**config.mk**
```make
export PLATFORM = sky130hd
export DESIGN_NAME = stream_find_and_replace_flat
export DESIGN_NICKNAME = d
export VERILOG_FILES = /design/src/design/sfr_pkg.sv /design/src/design/sfr_req_if.sv /design/src/design/sfr_rsp_if.sv /design/src/design/stream_find_and_replace.sv /design/src/flat_wrapper.sv
export SDC_FILE = /design/constraint.sdc
export NUM_CORES = 1
export LEC_CHECK = 0
export BUFFER_PORTS_ARGS = -buffer_cell sky130_fd_sc_hd__buf_2
export CAP_MARGIN = 20
export CORE_MARGIN = 8
export CORE_UTILIZATION = 25
export CTS_CLUSTER_DIAMETER = 200
export DETAILED_ROUTE_END_ITERATION = 8
export GPL_ROUTABILITY_DRIVEN = 0
export PLACE_DENSITY_LB_ADDON = 0.2
export SYNTH_ARGS = -nofsm -noshare
export SYNTH_HDL_FRONTEND = slang
export SYNTH_SLANG_ARGS = --single-unit
```
**constraint.sdc**
```tcl
create_clock -name clock -period 10.8 [get_ports clock]
set_input_delay 1.08 -clock clock [delete_from_list [all_inputs] [get_ports clock]]
set_output_delay 1.08 -clock clock [all_outputs]
set_load 0.05 [all_outputs]
```
**src/design/sfr_pkg.sv**
```systemverilog
// Shared constants for the stream find-and-replace block.
`default_nettype none
package sfr_pkg;

   localparam int BYTE_W = 8;
   localparam int CSR_DATA_W = 64;
   localparam int CSR_ADDR_W = 5;
   localparam int LEN_W = 4;

   localparam int MAX_PATTERN_DEFAULT = 8;
   localparam int MAX_REPLACEMENT_DEFAULT = 8;

   // Register indexes, taken from paddr[4:3].
   localparam logic [1:0] REG_PATTERN_BYTES      = 2'd0;
   localparam logic [1:0] REG_PATTERN_LENGTH     = 2'd1;
   localparam logic [1:0] REG_REPLACEMENT_BYTES  = 2'd2;
   localparam logic [1:0] REG_REPLACEMENT_LENGTH = 2'd3;

endpackage
`default_nettype wire

```
**src/design/sfr_req_if.sv**
```systemverilog
// Input byte channel of the stream find-and-replace block.
`default_nettype none
interface sfr_req_if;
   logic                        valid;
   logic                        ready;
   logic [sfr_pkg::BYTE_W-1:0]  in_byte;
   logic                        in_last;

   modport source (output valid, output in_byte, output in_last, input ready);
   modport sink (input valid, input in_byte, input in_last, output ready);
endinterface
`default_nettype wire

```
**src/design/sfr_rsp_if.sv**
```systemverilog
// Result byte channel of the stream find-and-replace block.
`default_nettype none
interface sfr_rsp_if;
   logic                        valid;
   logic                        ready;
   logic [sfr_pkg::BYTE_W-1:0]  out_byte;
   logic                        out_last;

   modport source (output valid, output out_byte, output out_last, input ready);
   modport sink (input valid, input out_byte, input out_last, output ready);
endinterface
`default_nettype wire

```
**src/design/stream_find_and_replace.sv**
```systemverilog
// Streaming find-and-replace: pending-byte window, parallel compare, result buffer.
// The first result word of an input word is offered in the cycle after it is accepted.
// Throughput: one input word per cycle while each word yields at most one result and the
// output is not stalled; a word that yields more results holds off the next input until
// the single result buffer has drained, one word a cycle while the output is ready.
// Reset (synchronous): empties window and buffer, zeroes byte registers, lengths to one.
`default_nettype none
module stream_find_and_replace #(
   parameter int MAX_PATTERN     = sfr_pkg::MAX_PATTERN_DEFAULT,
   parameter int MAX_REPLACEMENT = sfr_pkg::MAX_REPLACEMENT_DEFAULT
) (
   input  wire logic                            clock,
   input  wire logic                            reset,
   sfr_req_if.sink                              req_chan,
   sfr_rsp_if.source                            rsp_chan,
   input  wire logic                            csr_psel,
   input  wire logic                            csr_penable,
   input  wire logic                            csr_pwrite,
   input  wire logic [sfr_pkg::CSR_ADDR_W-1:0]  csr_paddr,
   input  wire logic [sfr_pkg::CSR_DATA_W-1:0]  csr_pwdata,
   output logic      [sfr_pkg::CSR_DATA_W-1:0]  csr_prdata,
   output logic                                 csr_pready
);

   localparam int OB  = (MAX_PATTERN > MAX_REPLACEMENT) ? MAX_PATTERN : MAX_REPLACEMENT;
   localparam int OBW = sfr_pkg::BYTE_W * OB;
   localparam int CW  = $clog2(MAX_PATTERN + 1);
   localparam int RCW = $clog2(MAX_REPLACEMENT + 1);
   localparam int OCW = $clog2(OB + 1);

   // Registers.
   logic [sfr_pkg::CSR_DATA_W-1:0] pattern_bytes_ff;
   logic [sfr_pkg::LEN_W-1:0]      pattern_length_ff;
   logic [sfr_pkg::CSR_DATA_W-1:0] replacement_bytes_ff;
   logic [sfr_pkg::LEN_W-1:0]      replacement_length_ff;

   logic [OBW-1:0] window_ff,     window_in;
   logic [CW-1:0]  window_cnt_ff, window_cnt_in;
   logic [OBW-1:0] obuf_ff,       obuf_in;
   logic [OCW-1:0] obuf_cnt_ff,   obuf_cnt_in;
   logic           obuf_last_ff,  obuf_last_in;

   logic           csr_write;
   logic [1:0]     csr_index;
   logic           accept;
   logic           pop;

   logic [CW-1:0]  plen;
   logic [RCW-1:0] rlen;
   logic [OBW-1:0] appended;
   logic [OBW-1:0] repl_ext;
   logic [CW-1:0]  cnt;
   logic [CW-1:0]  drop;
   logic [CW-1:0]  emit_cnt;
   logic           match;

   // Configuration port.
   assign csr_pready = 1'b1;
   assign csr_index  = csr_paddr[4:3];
   assign csr_write  = csr_psel && csr_penable && csr_pwrite && csr_pready;

   always_comb begin
      unique case (csr_index)
         sfr_pkg::REG_PATTERN_BYTES:      csr_prdata = pattern_bytes_ff;
         sfr_pkg::REG_PATTERN_LENGTH:     csr_prdata = 64'(pattern_length_ff);
         sfr_pkg::REG_REPLACEMENT_BYTES:  csr_prdata = replacement_bytes_ff;
         sfr_pkg::REG_REPLACEMENT_LENGTH: csr_prdata = 64'(replacement_length_ff);
         default:                         csr_prdata = '0;
      endcase
   end

   always_ff @(posedge clock) begin
      if (reset) begin
         pattern_bytes_ff      <= '0;
         pattern_length_ff     <= 4'd1;
         replacement_bytes_ff  <= '0;
         replacement_length_ff <= 4'd1;
      end else if (csr_write) begin
         unique case (csr_index)
            sfr_pkg::REG_PATTERN_BYTES:      pattern_bytes_ff      <= csr_pwdata;
            sfr_pkg::REG_PATTERN_LENGTH:     pattern_length_ff     <= csr_pwdata[3:0];
            sfr_pkg::REG_REPLACEMENT_BYTES:  replacement_bytes_ff  <= csr_pwdata;
            sfr_pkg::REG_REPLACEMENT_LENGTH: replacement_length_ff <= csr_pwdata[3:0];
            default: ;
         endcase
      end
   end

   // A length of zero acts as one; a length above the maximum saturates.
   always_comb begin
      if (pattern_length_ff == '0) begin
         plen = CW'(1);
      end else if (pattern_length_ff > 4'(MAX_PATTERN)) begin
         plen = CW'(MAX_PATTERN);
      end else begin
         plen = CW'(pattern_length_ff);
      end
      if (replacement_length_ff == '0) begin
         rlen = RCW'(1);
      end else if (replacement_length_ff > 4'(MAX_REPLACEMENT)) begin
         rlen = RCW'(MAX_REPLACEMENT);
      end else begin
         rlen = RCW'(replacement_length_ff);
      end
   end

   // Handshakes. The buffer may refill in the cycle its final word leaves.
   assign rsp_chan.valid    = (obuf_cnt_ff != '0);
   assign rsp_chan.out_byte = obuf_ff[sfr_pkg::BYTE_W-1:0];
   assign rsp_chan.out_last = obuf_last_ff && (obuf_cnt_ff == OCW'(1));
   assign pop               = rsp_chan.valid && rsp_chan.ready;
   assign req_chan.ready    = (obuf_cnt_ff == '0) || ((obuf_cnt_ff == OCW'(1)) && rsp_chan.ready);
   assign accept            = req_chan.valid && req_chan.ready;

   // Window update and result selection for the incoming word.
   always_comb begin
      for (int i = 0; i < OB; i++) begin
         appended[8*i +: 8] = (i == int'(window_cnt_ff)) ? req_chan.in_byte
                                                         : window_ff[8*i +: 8];
         repl_ext[8*i +: 8] = (i < MAX_REPLACEMENT) ? replacement_bytes_ff[8*i +: 8] : 8'h00;
      end
      cnt = window_cnt_ff + CW'(1);

      // Only a full window is compared; bytes past the count never take part.
      match = (cnt == plen);
      for (int i = 0; i < MAX_PATTERN; i++) begin
         if ((i < int'(plen)) && (appended[8*i +: 8] != pattern_bytes_ff[8*i +: 8])) begin
            match = 1'b0;
         end
      end

      // Bytes that leave the window unchanged: enough to get back below the pattern
      // length, and the whole window on the final word.
      if (cnt > plen) begin
         drop = cnt - plen + CW'(1);
      end else if (cnt == plen) begin
         drop = CW'(1);
      end else begin
         drop = '0;
      end
      emit_cnt = req_chan.in_last ? cnt : drop;

      if (match || req_chan.in_last) begin
         window_cnt_in = '0;
      end else begin
         window_cnt_in = cnt - drop;
      end
      window_in = appended >> {drop, 3'b000};

      if (accept) begin
         obuf_in      = match ? repl_ext : appended;
         obuf_cnt_in  = match ? OCW'(rlen) : OCW'(emit_cnt);
         obuf_last_in = req_chan.in_last;
      end else begin
         obuf_in      = obuf_ff >> sfr_pkg::BYTE_W;
         obuf_cnt_in  = pop ? (obuf_cnt_ff - OCW'(1)) : obuf_cnt_ff;
         obuf_last_in = obuf_last_ff;
      end
   end

   always_ff @(posedge clock) begin
      if (reset) begin
         window_cnt_ff <= '0;
         obuf_cnt_ff   <= '0;
      end else begin
         if (accept) begin
            window_cnt_ff <= window_cnt_in;
         end
         obuf_cnt_ff <= obuf_cnt_in;
      end
   end

   always_ff @(posedge clock) begin
      if (accept) begin
         window_ff <= window_in;
      end
      if (accept || pop) begin
         obuf_ff <= obuf_in;
      end
      obuf_last_ff <= obuf_last_in;
   end

endmodule
`default_nettype wire

```
**src/flat_wrapper.sv**
```systemverilog
// flat-port wrapper written by rule: the top's interface ports become plain ports
module stream_find_and_replace_flat 
#(
   parameter int MAX_PATTERN     = sfr_pkg::MAX_PATTERN_DEFAULT,
   parameter int MAX_REPLACEMENT = sfr_pkg::MAX_REPLACEMENT_DEFAULT
)
  (clock, reset, csr_psel, csr_penable, csr_pwrite, csr_paddr, csr_pwdata, csr_prdata, csr_pready, req_chan_valid, req_chan_in_byte, req_chan_in_last, req_chan_ready, rsp_chan_valid, rsp_chan_out_byte, rsp_chan_out_last, rsp_chan_ready);
  sfr_req_if req_chan_i ();
  sfr_rsp_if rsp_chan_i ();
  input  wire logic clock;
  input  wire logic reset;
  input  wire logic csr_psel;
  input  wire logic csr_penable;
  input  wire logic csr_pwrite;
  input  wire logic [sfr_pkg::CSR_ADDR_W-1:0] csr_paddr;
  input  wire logic [sfr_pkg::CSR_DATA_W-1:0] csr_pwdata;
  output logic      [sfr_pkg::CSR_DATA_W-1:0] csr_prdata;
  output logic csr_pready;
  input wire logic [$bits(req_chan_i.valid)-1:0] req_chan_valid;
  input wire logic [$bits(req_chan_i.in_byte)-1:0] req_chan_in_byte;
  input wire logic [$bits(req_chan_i.in_last)-1:0] req_chan_in_last;
  output wire logic [$bits(req_chan_i.ready)-1:0] req_chan_ready;
  output wire logic [$bits(rsp_chan_i.valid)-1:0] rsp_chan_valid;
  output wire logic [$bits(rsp_chan_i.out_byte)-1:0] rsp_chan_out_byte;
  output wire logic [$bits(rsp_chan_i.out_last)-1:0] rsp_chan_out_last;
  input wire logic [$bits(rsp_chan_i.ready)-1:0] rsp_chan_ready;
  assign req_chan_i.valid = req_chan_valid;
  assign req_chan_i.in_byte = req_chan_in_byte;
  assign req_chan_i.in_last = req_chan_in_last;
  assign req_chan_ready = req_chan_i.ready;
  assign rsp_chan_valid = rsp_chan_i.valid;
  assign rsp_chan_out_byte = rsp_chan_i.out_byte;
  assign rsp_chan_out_last = rsp_chan_i.out_last;
  assign rsp_chan_i.ready = rsp_chan_ready;
  stream_find_and_replace #(.MAX_PATTERN(MAX_PATTERN), .MAX_REPLACEMENT(MAX_REPLACEMENT)) u_core (.clock(clock), .reset(reset), .req_chan(req_chan_i), .rsp_chan(rsp_chan_i), .csr_psel(csr_psel), .csr_penable(csr_penable), .csr_pwrite(csr_pwrite), .csr_paddr(csr_paddr), .csr_pwdata(csr_pwdata), .csr_prdata(csr_prdata), .csr_pready(csr_pready));
endmodule
```
==> impl_results.md <==
* Flip-flop and latch count after synthesis at roughly 270
* Number of sinks handled by clock tree synthesis at 273
* Number of DRC markers in iteration 0 at 1186
* Number of hold buffers added after cts at 0
* # nets final at between 2k and 2.5k
* Number of maximum-capacitance violations at 0
* Number of instances in the synthesized netlist at around 1.9k
* Final worst path period share at 0.510
* Type of destination of the critical path: flop
* Slew headroom at 0.325
* Number of unique standard cell types used by synthesis at 67
* Routed length per placed instance at around 22 µm
* Total routing usage reported by global routing at 0.171
* Clk Latency, worst-skew pair at 0.54 ns
* Finished Layout Cells at 2852
* DR pass1 iterations at 5
* Reg clk slew, reported paths at roughly 0.060 ns
* # fillers at between 6k and 7k
* CTS H-tree lvls at 2
* Worst EP required at around 11 ns
* Kind of start point of the critical path: flop
* TritonCTS clock tree: done
* Critical path class: flop to flop
* Most area-hungry cell type in the Yosys netlist: sky130_fd_sc_hd__edfxtp_1
* Via-per-instance ratio at between 5 and 6
* Number of remaining DRC errors at 0
* Core area at between 60000 and 70000 µm²
* Total number of vias at between 10k and 15k
* Predominant post-synthesis flop cell: sky130_fd_sc_hd__dfxtp_1
* Wire length of the first global-routing pass at approximately 94000 µm
* Die span in y at 269 µm
* Number of global-route vias before repair at 14.3k
* Routed Wire Length at about 63000 µm
* Final slew viol count at 0
* Ratio of cells with drive above 1 in the final layout at 0.138
* Die area at between 70000 and 80000 µm²
* Antenna Violating Nets Remaining at 0
* Setup repair after global routing missed its margin: no
* Portion of synthesized cell area occupied by the leading cell type at 0.242
* Pin count of the biggest net entering global routing at 85
* Sequential-to-total area share from yosys stat at 0.423
* Placed cell count at around 2.8k
* Ys Warns at 0
* Power density relative to cell area at around 230 nW/µm²
* Crit-path max FO at 41
* Final-report hold violation count at 0
* Leakage dissipation at 7.00 nW
* Critical path data arrival time at about 5.8 ns
* Number of ports placed on the die boundary at ~160
* Area added between synthesis and finish at 15.9%
* Worst Tran Pin Value at roughly 1 ns
* Shortest period the worst path allows at 5.51 ns
* Root cell of the clock tree: sky130_fd_sc_hd__clkbuf_16
* Cell types occupying the most area after synthesis: sky130_fd_sc_hd__edfxtp_1 (24%), sky130_fd_sc_hd__dfxtp_1 (18%), sky130_fd_sc_hd__nand2_1 (9.1%)
* Post-cts resize count at 0
* Port Buffers at roughly 160
* Clock buffers created by TritonCTS at 36
* Number of buffers on the longest clock path at 3
* Run status: completed
* TNS Setup at 0 ns
* Number of enable-type register cells in the synthesized netlist at roughly 130
* Hold crit path type: flop to flop
* Post-synth net total at around 2k
* Worst vdd rail ir drop at 131 µV
* Detailed placer's ending HPWL at approximately 45000 µm
* Worst hold slack at around 0.47 ns
* Fraction of registers with async set/reset at 0
* Count of buffers added by post-CTS timing repair for setup at 0
* Maximum clock skew at final layout at about 0.013 ns
* Count of endpoints failing setup in the final report at 0
* Number of antenna violations at the first check in global routing at 7
* Row cnt at between 90 and 100
* Initial Util at 0.253
* Area of the mapped netlist at about 16000 µm²
* Mean Syn Cell Area at 8.34 µm²
* Max Clk Rate at about 0.18 GHz
* Total global routing overflow at 0
* Die Width at roughly 270 µm
report_power, final:
| group | switching, mW | total [mW] | leakage [nW] | internal, mW |
|---|---|---|---|---|
| Clock | 0.477 | 1.18 | 0.573 | 0.702 |
| Combinational | 0.951 | 1.41 | 4.01 | 0.462 |
| Sequential | 0.143 | 1.61 | 2.42 | 1.47 |
| Total | 1.57 | 4.20 | 7.00 | 2.63 |
placed cells by master (no fill, tap or decap), types with 4 or more instances in the layout:
| master | count |
|---|---|
| sky130_fd_sc_hd__nand2_1 | 383 |
| sky130_fd_sc_hd__nor2_1 | 230 |
| sky130_fd_sc_hd__a21oi_1 | 210 |
| sky130_fd_sc_hd__buf_2 | 154 |
| sky130_fd_sc_hd__dfxtp_1 | 144 |
| sky130_fd_sc_hd__mux2i_1 | 134 |
| sky130_fd_sc_hd__edfxtp_1 | 129 |
| sky130_fd_sc_hd__nor3_1 | 89 |
| sky130_fd_sc_hd__a221o_1 | 55 |
| sky130_fd_sc_hd__inv_1 | 51 |
| sky130_fd_sc_hd__o22ai_1 | 46 |
| sky130_fd_sc_hd__clkbuf_16 | 39 |
| sky130_fd_sc_hd__buf_4 | 27 |
| sky130_fd_sc_hd__xor2_1 | 26 |
| sky130_fd_sc_hd__nor2b_1 | 26 |
| sky130_fd_sc_hd__xnor2_1 | 20 |
| sky130_fd_sc_hd__a211oi_1 | 19 |
| sky130_fd_sc_hd__o21ai_0 | 17 |
| sky130_fd_sc_hd__ha_1 | 17 |
| sky130_fd_sc_hd__mux2_2 | 14 |
| sky130_fd_sc_hd__and3_1 | 14 |
| sky130_fd_sc_hd__nand3_1 | 13 |
| sky130_fd_sc_hd__a31oi_1 | 10 |
| sky130_fd_sc_hd__o22a_1 | 8 |
| sky130_fd_sc_hd__clkinv_2 | 7 |
| sky130_fd_sc_hd__nand3b_1 | 6 |
| sky130_fd_sc_hd__o221ai_1 | 6 |
| sky130_fd_sc_hd__or4_1 | 6 |
| sky130_fd_sc_hd__clkbuf_1 | 6 |
| sky130_fd_sc_hd__nor4_1 | 5 |
| sky130_fd_sc_hd__inv_4 | 4 |
| sky130_fd_sc_hd__a2111oi_0 | 4 |
| sky130_fd_sc_hd__o41ai_1 | 4 |
| sky130_fd_sc_hd__nor3b_1 | 4 |
| sky130_fd_sc_hd__and2_1 | 4 |
| sky130_fd_sc_hd__mux4_2 | 4 |
Yosys cell counts (4+ instances only):
library cell and n:
sky130_fd_sc_hd__a2111oi_0 4, sky130_fd_sc_hd__a211oi_1 19, sky130_fd_sc_hd__a21oi_1 210, sky130_fd_sc_hd__a221o_1 55, sky130_fd_sc_hd__a31oi_1 10, sky130_fd_sc_hd__and2_1 5, sky130_fd_sc_hd__and3_1 14, sky130_fd_sc_hd__buf_1 13
sky130_fd_sc_hd__buf_2 15, sky130_fd_sc_hd__buf_4 10, sky130_fd_sc_hd__buf_6 7, sky130_fd_sc_hd__clkbuf_1 114, sky130_fd_sc_hd__dfxtp_1 144, sky130_fd_sc_hd__edfxtp_1 129, sky130_fd_sc_hd__ha_1 17, sky130_fd_sc_hd__inv_1 52
sky130_fd_sc_hd__mux2_2 14, sky130_fd_sc_hd__mux2i_1 134, sky130_fd_sc_hd__mux4_2 4, sky130_fd_sc_hd__nand2_1 388, sky130_fd_sc_hd__nand3_1 13, sky130_fd_sc_hd__nand3b_1 6, sky130_fd_sc_hd__nor2_1 230, sky130_fd_sc_hd__nor2b_1 26
sky130_fd_sc_hd__nor3_1 90, sky130_fd_sc_hd__nor3b_1 5, sky130_fd_sc_hd__nor4_1 5, sky130_fd_sc_hd__o21a_1 4, sky130_fd_sc_hd__o21ai_0 17, sky130_fd_sc_hd__o221ai_1 6, sky130_fd_sc_hd__o22a_1 8, sky130_fd_sc_hd__o22ai_1 46
sky130_fd_sc_hd__o41ai_1 4, sky130_fd_sc_hd__or4_1 6, sky130_fd_sc_hd__xnor2_1 20, sky130_fd_sc_hd__xor2_1 26
flip-flops by register name, summed over array words and instances, names as in the netlist, 4 cells and up:
| signal | flops |
|---|---|
| u_core.obuf_ff | 64 |
| u_core.obuf_cnt_ff | 4 |
| u_core.pattern_bytes_ff | 64 |
| u_core.repl_ext | 64 |
| u_core.window_cnt_ff | 4 |
| u_core.pattern_length_ff | 4 |
| u_core.replacement_length_ff | 4 |
| u_core.window_ff | 64 |
cells by family (layout without fill, tap and decap cells):
| family | count (synthesis) | count (layout) | share of synthesized area |
|---|---|---|---|
| AO/OA/AOI/OAI | 409 | 409 | 0.164 |
| XOR/XNOR | 46 | 46 | 0.0252 |
| adder cells (fa/ha/maj) | 20 | 20 | 0.0171 |
| buffers and inverters | 212 | 298 | 0.0566 |
| flip-flops | 273 | 273 | 0.423 |
| multiplexers | 153 | 153 | 0.101 |
| other | 1 | 4 | 0.000235 |
| AND/OR/NAND/NOR | 803 | 803 | 0.214 |
final timing paths:
| path | start | end | slack (ns) | depth (start not counted) |
|---|---|---|---|---|
| hold reg to reg | u_core.repl_ext[52]$_SDFFE_PP0P_ | u_core.repl_ext[52]$_SDFFE_PP0P_ | 0.47 | 2 |
| setup reg to reg | u_core.window_cnt_ff[0]$_SDFFE_PP0P_ | u_core.obuf_ff[28]$_DFFE_PP_ | 5.29 | 12 |
| setup / recovery | u_core.window_cnt_ff[0]$_SDFFE_PP0P_ | u_core.obuf_ff[28]$_DFFE_PP_ | 5.29 | 12 |
| hold / removal | u_core.repl_ext[52]$_SDFFE_PP0P_ | u_core.repl_ext[52]$_SDFFE_PP0P_ | 0.47 | 2 |
metal layers:
metal  vias to the layer above  GRT usage  part of all wire
li1                       6896          -                 -
met1                      7098      0.228              0.45
met2                       433      0.276              0.46
met3                       103     0.0355             0.057
met4                         8     0.0518             0.029
met5                         -          0           0.00085
through the flow:
| stage | cell area, µm² | worst slack (ns) | power, mW | util |
|---|---|---|---|---|
| after floorplan | 16000 | 5.19 | 2.53 | - |
| after global placement | 17400 | 5.11 | 3.03 | 0.275 |
| after detailed placement | 17400 | 5.05 | 3.03 | 0.275 |
| after CTS | 18500 | 5.36 | 4.24 | 0.293 |
| after global routing | 18500 | 5.03 | 4.41 | 0.293 |
| final | 18500 | 5.29 | 4.20 | 0.293 |
layout make-up:
type | count | area, µm² | area share
diodes | 3 | 7.51 | 0.000405
multi-input cells | 1432 | 8380 | 0.452
well taps | 846 | 1060 | 0.0571
repair buffers | 181 | 973 | 0.0525
inverters | 53 | 201 | 0.0109
flip-flops and latches | 273 | 6760 | 0.365
clock buffers | 48 | 1040 | 0.0561
clock inverters | 16 | 111 | 0.00601
worst max-delay path, stage by stage, from the launching register on:
cell	delay, ns
sky130_fd_sc_hd__dfxtp_1	0.52
sky130_fd_sc_hd__inv_1	0.20
sky130_fd_sc_hd__ha_1	0.28
sky130_fd_sc_hd__nand3b_1	0.52
sky130_fd_sc_hd__mux2i_1	0.56
sky130_fd_sc_hd__o2111ai_1	0.18
sky130_fd_sc_hd__o32ai_1	0.25
sky130_fd_sc_hd__a41oi_1	0.31
sky130_fd_sc_hd__a2111oi_0	0.88
sky130_fd_sc_hd__and2_1	0.29
sky130_fd_sc_hd__nand2_2	0.38
sky130_fd_sc_hd__buf_4	0.43
sky130_fd_sc_hd__a221o_1	0.39
Power figures use the tool's default switching activity.
